[src/hsfd_pkg.sv]
// Package of the sensor frame decoder: constants, job/result types, CRC-8 step.
// No dependencies.
`timescale 1ns / 1ps
`default_nettype none

package hsfd_pkg;

    localparam logic [7:0]         CRC_POLY       = 8'h31;
    localparam logic [7:0]         CRC_INIT       = 8'hFF;
    localparam logic [14:0]        TEMP_SCALE     = 15'd17500;
    localparam logic [13:0]        HUM_SCALE      = 14'd10000;
    localparam logic signed [15:0] TEMP_OFFSET    = 16'sd4500;
    localparam logic [16:0]        RAW_FULL       = 17'd65535;
    localparam logic signed [14:0] TEMP_LOW_RST   = -15'sd4000;
    localparam logic signed [14:0] TEMP_HIGH_RST  = 15'sd8500;

    // configuration register indexes
    localparam logic REG_TEMP_LOW  = 1'b0;
    localparam logic REG_TEMP_HIGH = 1'b1;

    localparam int MID_DEPTH_DEF = 2;
    localparam int OUT_DEPTH_DEF = 4;

    typedef struct packed {
        logic        ok;
        logic [15:0] temp_raw;
        logic [15:0] hum_raw;
    } t_job;

    typedef struct packed {
        logic signed [14:0] temperature_centi;
        logic [13:0]        humidity_centi;
        logic               valid_res;
    } t_result;

    // One byte through the CRC-8, MSB first, no final xor.
    function automatic logic [7:0] crc_feed(input logic [7:0] crc, input logic [7:0] b);
        logic [7:0] c;
        c = crc ^ b;
        for (int i = 0; i < 8; i++) begin
            c = c[7] ? ((c << 1) ^ CRC_POLY) : (c << 1);
        end
        return c;
    endfunction

endpackage

`default_nettype wire

[src/hsfd_fifo.sv]
// Small synchronous FIFO with registered storage and fill count.
// No dependencies; used for the job queue and the result queue.
`timescale 1ns / 1ps
`default_nettype none

module hsfd_fifo #(
    parameter int WIDTH = 8,
    parameter int DEPTH = 2
) (
    input  wire logic                       i_clk,
    input  wire logic                       i_rst_n,
    input  wire logic                       i_push,
    input  wire logic [WIDTH-1:0]           i_data,
    input  wire logic                       i_pop,
    output logic [WIDTH-1:0]                o_data,
    output logic                            o_empty,
    output logic [$clog2(DEPTH+1)-1:0]      o_count
);

    localparam int AW = $clog2(DEPTH);
    localparam int CW = $clog2(DEPTH + 1);

    logic [WIDTH-1:0] r_mem [DEPTH];
    logic [AW-1:0]    r_wr_ptr, r_rd_ptr;
    logic [CW-1:0]    r_count;
    logic             is_full, wr, rd;

    assign is_full = (r_count == CW'(DEPTH));
    assign o_empty = (r_count == '0);
    assign o_count = r_count;
    assign o_data  = r_mem[r_rd_ptr];
    assign wr      = i_push && !is_full;
    assign rd      = i_pop && !o_empty;

    always_ff @(posedge i_clk) begin
        if (!i_rst_n) begin
            r_wr_ptr <= '0;
            r_rd_ptr <= '0;
            r_count  <= '0;
        end else begin
            if (wr) begin
                r_wr_ptr <= (r_wr_ptr == AW'(DEPTH - 1)) ? '0 : r_wr_ptr + 1'b1;
            end
            if (rd) begin
                r_rd_ptr <= (r_rd_ptr == AW'(DEPTH - 1)) ? '0 : r_rd_ptr + 1'b1;
            end
            if (wr && !rd) begin
                r_count <= r_count + 1'b1;
            end else if (rd && !wr) begin
                r_count <= r_count - 1'b1;
            end
        end
    end

    always_ff @(posedge i_clk) begin
        if (wr) begin
            r_mem[r_wr_ptr] <= i_data;
        end
    end

endmodule

`default_nettype wire

[src/hsfd_front.sv]
// Front end: byte framing, running CRC-8 checks, raw word capture.
// Depends on hsfd_pkg; emits one job per complete six-byte frame.
`timescale 1ns / 1ps
`default_nettype none

module hsfd_front (
    input  wire logic         i_clk,
    input  wire logic         i_rst_n,
    input  wire logic         i_accept,
    input  wire logic [7:0]   i_data_byte,
    input  wire logic         i_first_byte,
    input  wire logic         i_bus_error,
    output logic              o_job_push,
    output hsfd_pkg::t_job    o_job
);

    localparam logic [2:0] BYTE_TEMP_MSB = 3'd0;
    localparam logic [2:0] BYTE_TEMP_LSB = 3'd1;
    localparam logic [2:0] BYTE_TEMP_CRC = 3'd2;
    localparam logic [2:0] BYTE_HUM_MSB  = 3'd3;
    localparam logic [2:0] BYTE_HUM_LSB  = 3'd4;

    logic [2:0]  r_byte_count, n_byte_count;
    logic [7:0]  r_crc, n_crc;
    logic        r_temp_crc_good, n_temp_crc_good;
    logic        r_frame_fault, n_frame_fault;
    logic [15:0] r_temp_raw, n_temp_raw;
    logic [7:0]  r_hum_high, n_hum_high;
    logic [7:0]  r_hum_low, n_hum_low;

    logic [2:0]  cur_count;
    logic [7:0]  cur_crc, crc_next;
    logic        cur_good, cur_fault, last;

    // a first-byte marker drops any partial frame before this beat is used
    assign cur_count = i_first_byte ? '0 : r_byte_count;
    assign cur_crc   = i_first_byte ? hsfd_pkg::CRC_INIT : r_crc;
    assign cur_good  = i_first_byte ? 1'b0 : r_temp_crc_good;
    assign cur_fault = (i_first_byte ? 1'b0 : r_frame_fault) | i_bus_error;
    assign crc_next  = hsfd_pkg::crc_feed(cur_crc, i_data_byte);

    always_comb begin
        n_byte_count    = cur_count + 1'b1;
        n_crc           = cur_crc;
        n_temp_crc_good = cur_good;
        n_frame_fault   = cur_fault;
        n_temp_raw      = r_temp_raw;
        n_hum_high      = r_hum_high;
        n_hum_low       = r_hum_low;
        last            = 1'b0;
        case (cur_count)
            BYTE_TEMP_MSB: begin
                n_temp_raw = {i_data_byte, r_temp_raw[7:0]};
                n_crc      = crc_next;
            end
            BYTE_TEMP_LSB: begin
                n_temp_raw = {r_temp_raw[15:8], i_data_byte};
                n_crc      = crc_next;
            end
            BYTE_TEMP_CRC: begin
                n_temp_crc_good = (cur_crc == i_data_byte);
                n_crc           = hsfd_pkg::CRC_INIT;
            end
            BYTE_HUM_MSB: begin
                n_hum_high = i_data_byte;
                n_crc      = crc_next;
            end
            BYTE_HUM_LSB: begin
                n_hum_low = i_data_byte;
                n_crc     = crc_next;
            end
            default: begin
                // humidity CRC byte closes the frame
                last            = 1'b1;
                n_byte_count    = '0;
                n_crc           = hsfd_pkg::CRC_INIT;
                n_temp_crc_good = 1'b0;
                n_frame_fault   = 1'b0;
            end
        endcase
    end

    assign o_job_push     = i_accept && last;
    assign o_job.ok       = !cur_fault && cur_good && (cur_crc == i_data_byte);
    assign o_job.temp_raw = r_temp_raw;
    assign o_job.hum_raw  = {r_hum_high, r_hum_low};

    always_ff @(posedge i_clk) begin
        if (!i_rst_n) begin
            r_byte_count    <= '0;
            r_crc           <= hsfd_pkg::CRC_INIT;
            r_temp_crc_good <= 1'b0;
            r_frame_fault   <= 1'b0;
        end else if (i_accept) begin
            r_byte_count    <= n_byte_count;
            r_crc           <= n_crc;
            r_temp_crc_good <= n_temp_crc_good;
            r_frame_fault   <= n_frame_fault;
        end
    end

    always_ff @(posedge i_clk) begin
        if (i_accept) begin
            r_temp_raw <= n_temp_raw;
            r_hum_high <= n_hum_high;
            r_hum_low  <= n_hum_low;
        end
    end

endmodule

`default_nettype wire

[src/hsfd_back.sv]
// Back end: scaling by constant multiply and divide-by-65535, limit check,
// result queue. Depends on hsfd_pkg and hsfd_fifo.
`timescale 1ns / 1ps
`default_nettype none

module hsfd_back #(
    parameter int OUT_DEPTH = hsfd_pkg::OUT_DEPTH_DEF
) (
    input  wire logic               i_clk,
    input  wire logic               i_rst_n,
    input  wire logic               i_job_empty,
    input  wire hsfd_pkg::t_job     i_job,
    output logic                    o_job_pop,
    input  wire logic signed [14:0] i_temp_low,
    input  wire logic signed [14:0] i_temp_high,
    output logic                    o_empty,
    input  wire logic               i_pop,
    output hsfd_pkg::t_result       o_result
);

    localparam int CW = $clog2(OUT_DEPTH + 1);

    logic        r_s1_v, r_s1_ok;
    logic [30:0] r_t_prod;
    logic [29:0] r_h_prod;
    logic        r_s2_v, r_s2_ok;
    logic [14:0] r_s2_tq;
    logic [13:0] r_s2_hq;

    logic [CW-1:0]      out_count;
    logic [CW:0]        pending;
    logic [14:0]        tq0, tq;
    logic [16:0]        tr;
    logic [13:0]        hq0, hq;
    logic [16:0]        hr;
    logic signed [15:0] temp_wide;
    logic signed [14:0] temp;
    hsfd_pkg::t_result  res;

    // credit: never launch more than the result queue can still hold
    assign pending   = (CW + 1)'(out_count) + (CW + 1)'(r_s1_v) + (CW + 1)'(r_s2_v);
    assign o_job_pop = !i_job_empty && (pending < (CW + 1)'(OUT_DEPTH));

    // x / 65535: x >> 16 is low by at most one; remainder is (x mod 2^16) + q0
    assign tq0 = r_t_prod[30:16];
    assign tr  = {1'b0, r_t_prod[15:0]} + {2'b0, tq0};
    assign tq  = tq0 + 15'(tr >= hsfd_pkg::RAW_FULL);
    assign hq0 = r_h_prod[29:16];
    assign hr  = {1'b0, r_h_prod[15:0]} + {3'b0, hq0};
    assign hq  = hq0 + 14'(hr >= hsfd_pkg::RAW_FULL);

    always_ff @(posedge i_clk) begin
        if (!i_rst_n) begin
            r_s1_v <= 1'b0;
            r_s2_v <= 1'b0;
        end else begin
            r_s1_v <= o_job_pop;
            r_s2_v <= r_s1_v;
        end
    end

    always_ff @(posedge i_clk) begin
        if (o_job_pop) begin
            r_s1_ok  <= i_job.ok;
            r_t_prod <= 31'(hsfd_pkg::TEMP_SCALE) * 31'(i_job.temp_raw);
            r_h_prod <= 30'(hsfd_pkg::HUM_SCALE) * 30'(i_job.hum_raw);
        end
        if (r_s1_v) begin
            r_s2_ok <= r_s1_ok;
            r_s2_tq <= tq;
            r_s2_hq <= hq;
        end
    end

    assign temp_wide = $signed({1'b0, r_s2_tq}) - hsfd_pkg::TEMP_OFFSET;
    assign temp      = temp_wide[14:0];

    always_comb begin
        res.temperature_centi = '0;
        res.humidity_centi    = '0;
        res.valid_res         = 1'b0;
        if (r_s2_ok) begin
            res.temperature_centi = temp;
            res.humidity_centi    = r_s2_hq;
            res.valid_res         = (temp >= i_temp_low) && (temp <= i_temp_high);
        end
    end

    hsfd_fifo #(
        .WIDTH ($bits(hsfd_pkg::t_result)),
        .DEPTH (OUT_DEPTH)
    ) u_out_q (
        .i_clk   (i_clk),
        .i_rst_n (i_rst_n),
        .i_push  (r_s2_v),
        .i_data  (res),
        .i_pop   (i_pop),
        .o_data  (o_result),
        .o_empty (o_empty),
        .o_count (out_count)
    );

endmodule

`default_nettype wire

[src/humidity_sensor_frame_decoder_core.sv]
// The result of a frame passes the job queue, back-end stage 1 and stage 2 and the
// result queue before popping. Throughput: one byte per cycle; push stalls only
// while the job queue holds MID_DEPTH unstarted frames (back-end credit used up).
// Reset (synchronous, active low) clears framing, CRC, queues and both limit
// registers to their defaults of -40.00 and 85.00 degrees.
`timescale 1ns / 1ps
`default_nettype none

module humidity_sensor_frame_decoder_core #(
    parameter int MID_DEPTH = hsfd_pkg::MID_DEPTH_DEF,
    parameter int OUT_DEPTH = hsfd_pkg::OUT_DEPTH_DEF
) (
    input  wire logic               i_clk,
    input  wire logic               i_rst_n,
    input  wire logic               i_cfg_wr_en,
    input  wire logic               i_cfg_index,
    input  wire logic [14:0]        i_cfg_wdata,
    input  wire logic               push,
    output logic                    full,
    input  wire logic [7:0]         i_data_byte,
    input  wire logic               i_first_byte,
    input  wire logic               i_bus_error,
    output logic                    empty,
    input  wire logic               pop,
    output logic signed [14:0]      o_temperature_centi,
    output logic [13:0]             o_humidity_centi,
    output logic                    o_valid_res
);

    localparam int MCW = $clog2(MID_DEPTH + 1);

    logic signed [14:0] r_temp_low, r_temp_high;
    logic               accept, job_push, job_pop, job_empty;
    hsfd_pkg::t_job     job_in, job_out;
    hsfd_pkg::t_result  result;
    logic [MCW-1:0]     mid_count;

    assign accept = push && !full;
    assign full   = (mid_count == MCW'(MID_DEPTH));

    always_ff @(posedge i_clk) begin
        if (!i_rst_n) begin
            r_temp_low  <= hsfd_pkg::TEMP_LOW_RST;
            r_temp_high <= hsfd_pkg::TEMP_HIGH_RST;
        end else if (i_cfg_wr_en) begin
            case (i_cfg_index)
                hsfd_pkg::REG_TEMP_LOW:  r_temp_low  <= $signed(i_cfg_wdata);
                hsfd_pkg::REG_TEMP_HIGH: r_temp_high <= $signed(i_cfg_wdata);
                default: ;
            endcase
        end
    end

    hsfd_front u_front (
        .i_clk        (i_clk),
        .i_rst_n      (i_rst_n),
        .i_accept     (accept),
        .i_data_byte  (i_data_byte),
        .i_first_byte (i_first_byte),
        .i_bus_error  (i_bus_error),
        .o_job_push   (job_push),
        .o_job        (job_in)
    );

    // job queue between framing and arithmetic
    hsfd_fifo #(
        .WIDTH ($bits(hsfd_pkg::t_job)),
        .DEPTH (MID_DEPTH)
    ) u_job_q (
        .i_clk   (i_clk),
        .i_rst_n (i_rst_n),
        .i_push  (job_push),
        .i_data  (job_in),
        .i_pop   (job_pop),
        .o_data  (job_out),
        .o_empty (job_empty),
        .o_count (mid_count)
    );

    hsfd_back #(
        .OUT_DEPTH (OUT_DEPTH)
    ) u_back (
        .i_clk       (i_clk),
        .i_rst_n     (i_rst_n),
        .i_job_empty (job_empty),
        .i_job       (job_out),
        .o_job_pop   (job_pop),
        .i_temp_low  (r_temp_low),
        .i_temp_high (r_temp_high),
        .o_empty     (empty),
        .i_pop       (pop),
        .o_result    (result)
    );

    assign o_temperature_centi = result.temperature_centi;
    assign o_humidity_centi    = result.humidity_centi;
    assign o_valid_res         = result.valid_res;

endmodule

`default_nettype wire

[config.mk]
export PLATFORM = sky130hd
export DESIGN_NAME = humidity_sensor_frame_decoder_core
export DESIGN_NICKNAME = d
export VERILOG_FILES = /design/src/hsfd_pkg.sv /design/src/hsfd_fifo.sv /design/src/hsfd_front.sv /design/src/hsfd_back.sv /design/src/humidity_sensor_frame_decoder_core.sv
export SDC_FILE = /design/constraint.sdc
export NUM_CORES = 1
export LEC_CHECK = 0
export ABC_AREA = 1
export BUFFER_PORTS_ARGS = -buffer_cell sky130_fd_sc_hd__buf_2
export CORE_AREA = 2 2 230 346
export DETAILED_ROUTE_END_ITERATION = 10
export DIE_AREA = 0 0 232 348
export HOLD_SLACK_MARGIN = 0.03
export REMOVE_ABC_BUFFERS = 1
export SLEW_MARGIN = 20
export SYNTH_ARGS = -nofsm -noshare
export SYNTH_HDL_FRONTEND = slang
export SYNTH_HIERARCHICAL = 1
export SYNTH_SLANG_ARGS = --single-unit
[constraint.sdc]
create_clock -name i_clk -period 14.5 [get_ports i_clk]
set_input_delay 0.725 -clock i_clk [delete_from_list [all_inputs] [get_ports i_clk]]
set_output_delay 0.725 -clock i_clk [all_outputs]
set_load 0.05 [all_outputs]
==> impl_metrics.ini <==
[outcome]
outcome = finished, final reports clean

[yosys]
synthXorXnorAreaFrac_pct = 3.060
synthFlopType = edfxtp_1
yosysSeqAreaShare_pct = 44.47
synth_compound_area_share_pct = 6.692
yosysWarnings = 6
avgSynthCellArea_um2 = 9.778
syn_inst = 2371
ys_types = 57
synth.area.top_cells = edfxtp_1 39%, ha_1 13%, fa_1 7.2%, inv_1 6.4%, nand2_1 6.4%
synth.most_common_cell = inv_1
synthMuxAreaShare_pct = 2.089
synth-seq-cells = 363
yosys-top-cells-count = 397 x inv_1, 394 x nand2_1, 304 x edfxtp_1, 265 x nor2_1, 239 x ha_1
synth_edf_count = 304
syn_area_um2 = 23180
synth_top_family_by_area = adder cells
async_reset_ff_share_pct = 0
yosysTopAreaCellShare_pct = 39.38
synth_top_area_cell = edfxtp_1
synth_adder_area_share_pct = 20.07
synthSimpleGateAreaFrac_pct = 15.41

[run]
max-cap-violations = 0

[global_routing]
overflow = 0
grt.total_usage_pct = 12.27
grt_max_degree = 62
first_global_vias = 15900
grt_pass1_wl_mm = 79.45
antenna_found_initial = 3

[routing]
vias = 15750
drt_wl_total_mm = 49.25
via_per_inst = 4.503
wl_per_cell_um = 14.08
drcViolationCount = 0
drt-pass1-iter-count = 5
ant_nets = 0
drtIter0Drc = 617

[timing]
worst_pin_slew_ns = 1.077
setup-violations-final = 0
maxSlewViolCount = 0
fin_ws_ns = 9.149
finalHoldViolations = 0
grt_setup_unrepaired = false
worst_slew_margin_rel_pct = 27.64
fin_crit_sh_pct = 36.90
layout_min_cycle_time_ns = 5.351
tns_ns = 0
fmax_ghz = 0.1869
fin_hold_ws_ns = 0.4067
skew_ns = 0.02627

[placed_design]
post-place-ws_ns = 9.145
place_hpwl_mm = 38.16
place.gp.congestion = 0.9032
portBuffers = 62

[pwr]
ir_drop_uv = 85.79
power_density_nw_per_um2 = 138.0
power_leakage_uw = 0.01151

[cts]
clockBufferDepth = 3
tritoncts = built
htree_levels = 2
clkLatencyLatePin_ns = 0.56
cts-root-buf = clkbuf_16
cts_resized = 0
clk_pin_slew_ns = 0.07
cts_buffers = 37
cts.sinks = 363
postCtsSetupRepairBufs = 0
postCtsHoldBufs = 0

[worst_setup_path]
critical_path_class = flop to flop
worstSetupStartpointType = flop
r2r_setup_slack_ns = 9.15
required_ns = 14.80
arrival_ns = 5.66
end_kind = flop
cp_max_fo = 33

[hold_path]
min-delay-start = i_cfg_wdata[4]
min_path_type = primary input to flop

[layout]
fillers = 8012
antennaDiodeCount = 0
drive_gt1_share_pct = 8.448
nets = 2798
syn_to_final_growth_pct = 11.34
regArea_um2 = 10310
multi_input_area_um2 = 11010

[floorplan]
fp.dieW_um = 232
rows = 126
die_y_um = 348
fp.dieArea_um2 = 80740
io_pins = 63
core_area_um2 = 78040
initial_core_util_pct = 29.71
[through the flow]
stage / util, % / instances / area (µm²) / power [µW]
floorplan: - / 2333 / 22830 / 2262
global placement: 31.45 / 3430 / 24540 / 2593
detailed placement: 31.45 / 3430 / 24540 / 2604
CTS: 33.07 / 3498 / 25810 / 3608
global route: 33.08 / 3498 / 25810 / 3807
finish: 33.08 / 3498 / 25810 / 3563
[state kept, by name, indices dropped and copies added (netlist names), 8 cells and up, named ones only]
register              flops
u_front/r_hum_low         8
u_back/u_out_q/r_mem    120
u_job_q/r_mem            66
r_temp_low               15
u_front/r_hum_high        8
u_front/r_crc             8
u_back/r_s2_tq           15
u_back/r_t_prod          29
u_back/r_h_prod          26
u_back/r_s2_hq           14
u_front/r_temp_raw       16
r_temp_high              15
[cells by family after synthesis]
group	Yosys count
AND/OR/NAND/NOR	841
buffers and inverters	449
flip-flops	363
adder cells (fa/ha/maj)	322
AO/OA/AOI/OAI	282
XOR/XNOR	81
multiplexers	33
[critical path: stages (launching register included)]
cell and delay, ns:
dfxtp_2 1.04, mux2_4 0.33, inv_1 0.11, fa_1 0.54, inv_1 0.04, ha_1 0.26, inv_1 0.05, fa_1 0.52
inv_1 0.04, ha_1 0.27, inv_1 0.05, fa_1 0.49, inv_1 0.04, ha_1 0.35, a21oi_1 0.30, nand2_1 0.17
a21oi_1 0.24, o21ai_1 0.10, xor2_1 0.15
[per-layer routing]
| layer | part of all wire [%] | global-route usage, % |
|---|---|---|
| met1 | 40 | 12.95 |
| met2 | 55 | 24.19 |
| met3 | 2.8 | 1.773 |
| met4 | 3.1 | 4.422 |
| met5 | 0.10 | 0 |
[cell type report]
cell class | instances | share of cell area, %
well taps | 1024 | 4.964
inverters | 411 | 6.016
clock buffers | 47 | 3.854
multi-input cells | 1559 | 42.65
flip-flops and latches | 363 | 39.95
clock inverters | 21 | 1.047
repair buffers | 73 | 1.522
[worst paths after layout]
check / endpoint / depth (start not counted)
worst max-delay path: u_back/r_h_prod[21] / 18
worst min-delay path: r_temp_high[4] / 3
worst max register to register: u_back/r_h_prod[21] / 18
worst min register to register: u_job_q/r_mem[0][11] / 0
[where the power goes]
group / total, µW / internal (µW) / switching, µW
Combinational: 1320 / 411 / 905
Clock: 989 / 583 / 406
Sequential: 1260 / 1220 / 39.6
Total: 3560 / 2210 / 1350
[cell usage in the layout, fill, tap and decap left out, types with 7 or more instances in the layout]
master | netlist | routed
inv_1 | 397 | 397
nand2_1 | 394 | 394
edfxtp_1 | 304 | 304
nor2_1 | 265 | 259
ha_1 | 239 | 239
nand3_1 | 101 | 101
a21oi_1 | 91 | 91
fa_1 | 83 | 83
o21ai_0 | 76 | 76
buf_2 | 8 | 62
xor2_1 | 58 | 58
dfxtp_1 | 59 | 57
o21ai_1 | 45 | 45
clkbuf_16 | 0 | 38
o22ai_1 | 31 | 31
mux2_4 | 30 | 30
nand4_1 | 29 | 29
xnor2_1 | 23 | 23
buf_4 | 4 | 11
clkinv_1 | 4 | 9
nor3_1 | 9 | 9
inv_2 | 8 | 8
nand3_2 | 8 | 8
clkbuf_1 | 6 | 8
o21bai_1 | 8 | 8
nor2_2 | 2 | 7
Power figures use the tool's default switching activity.
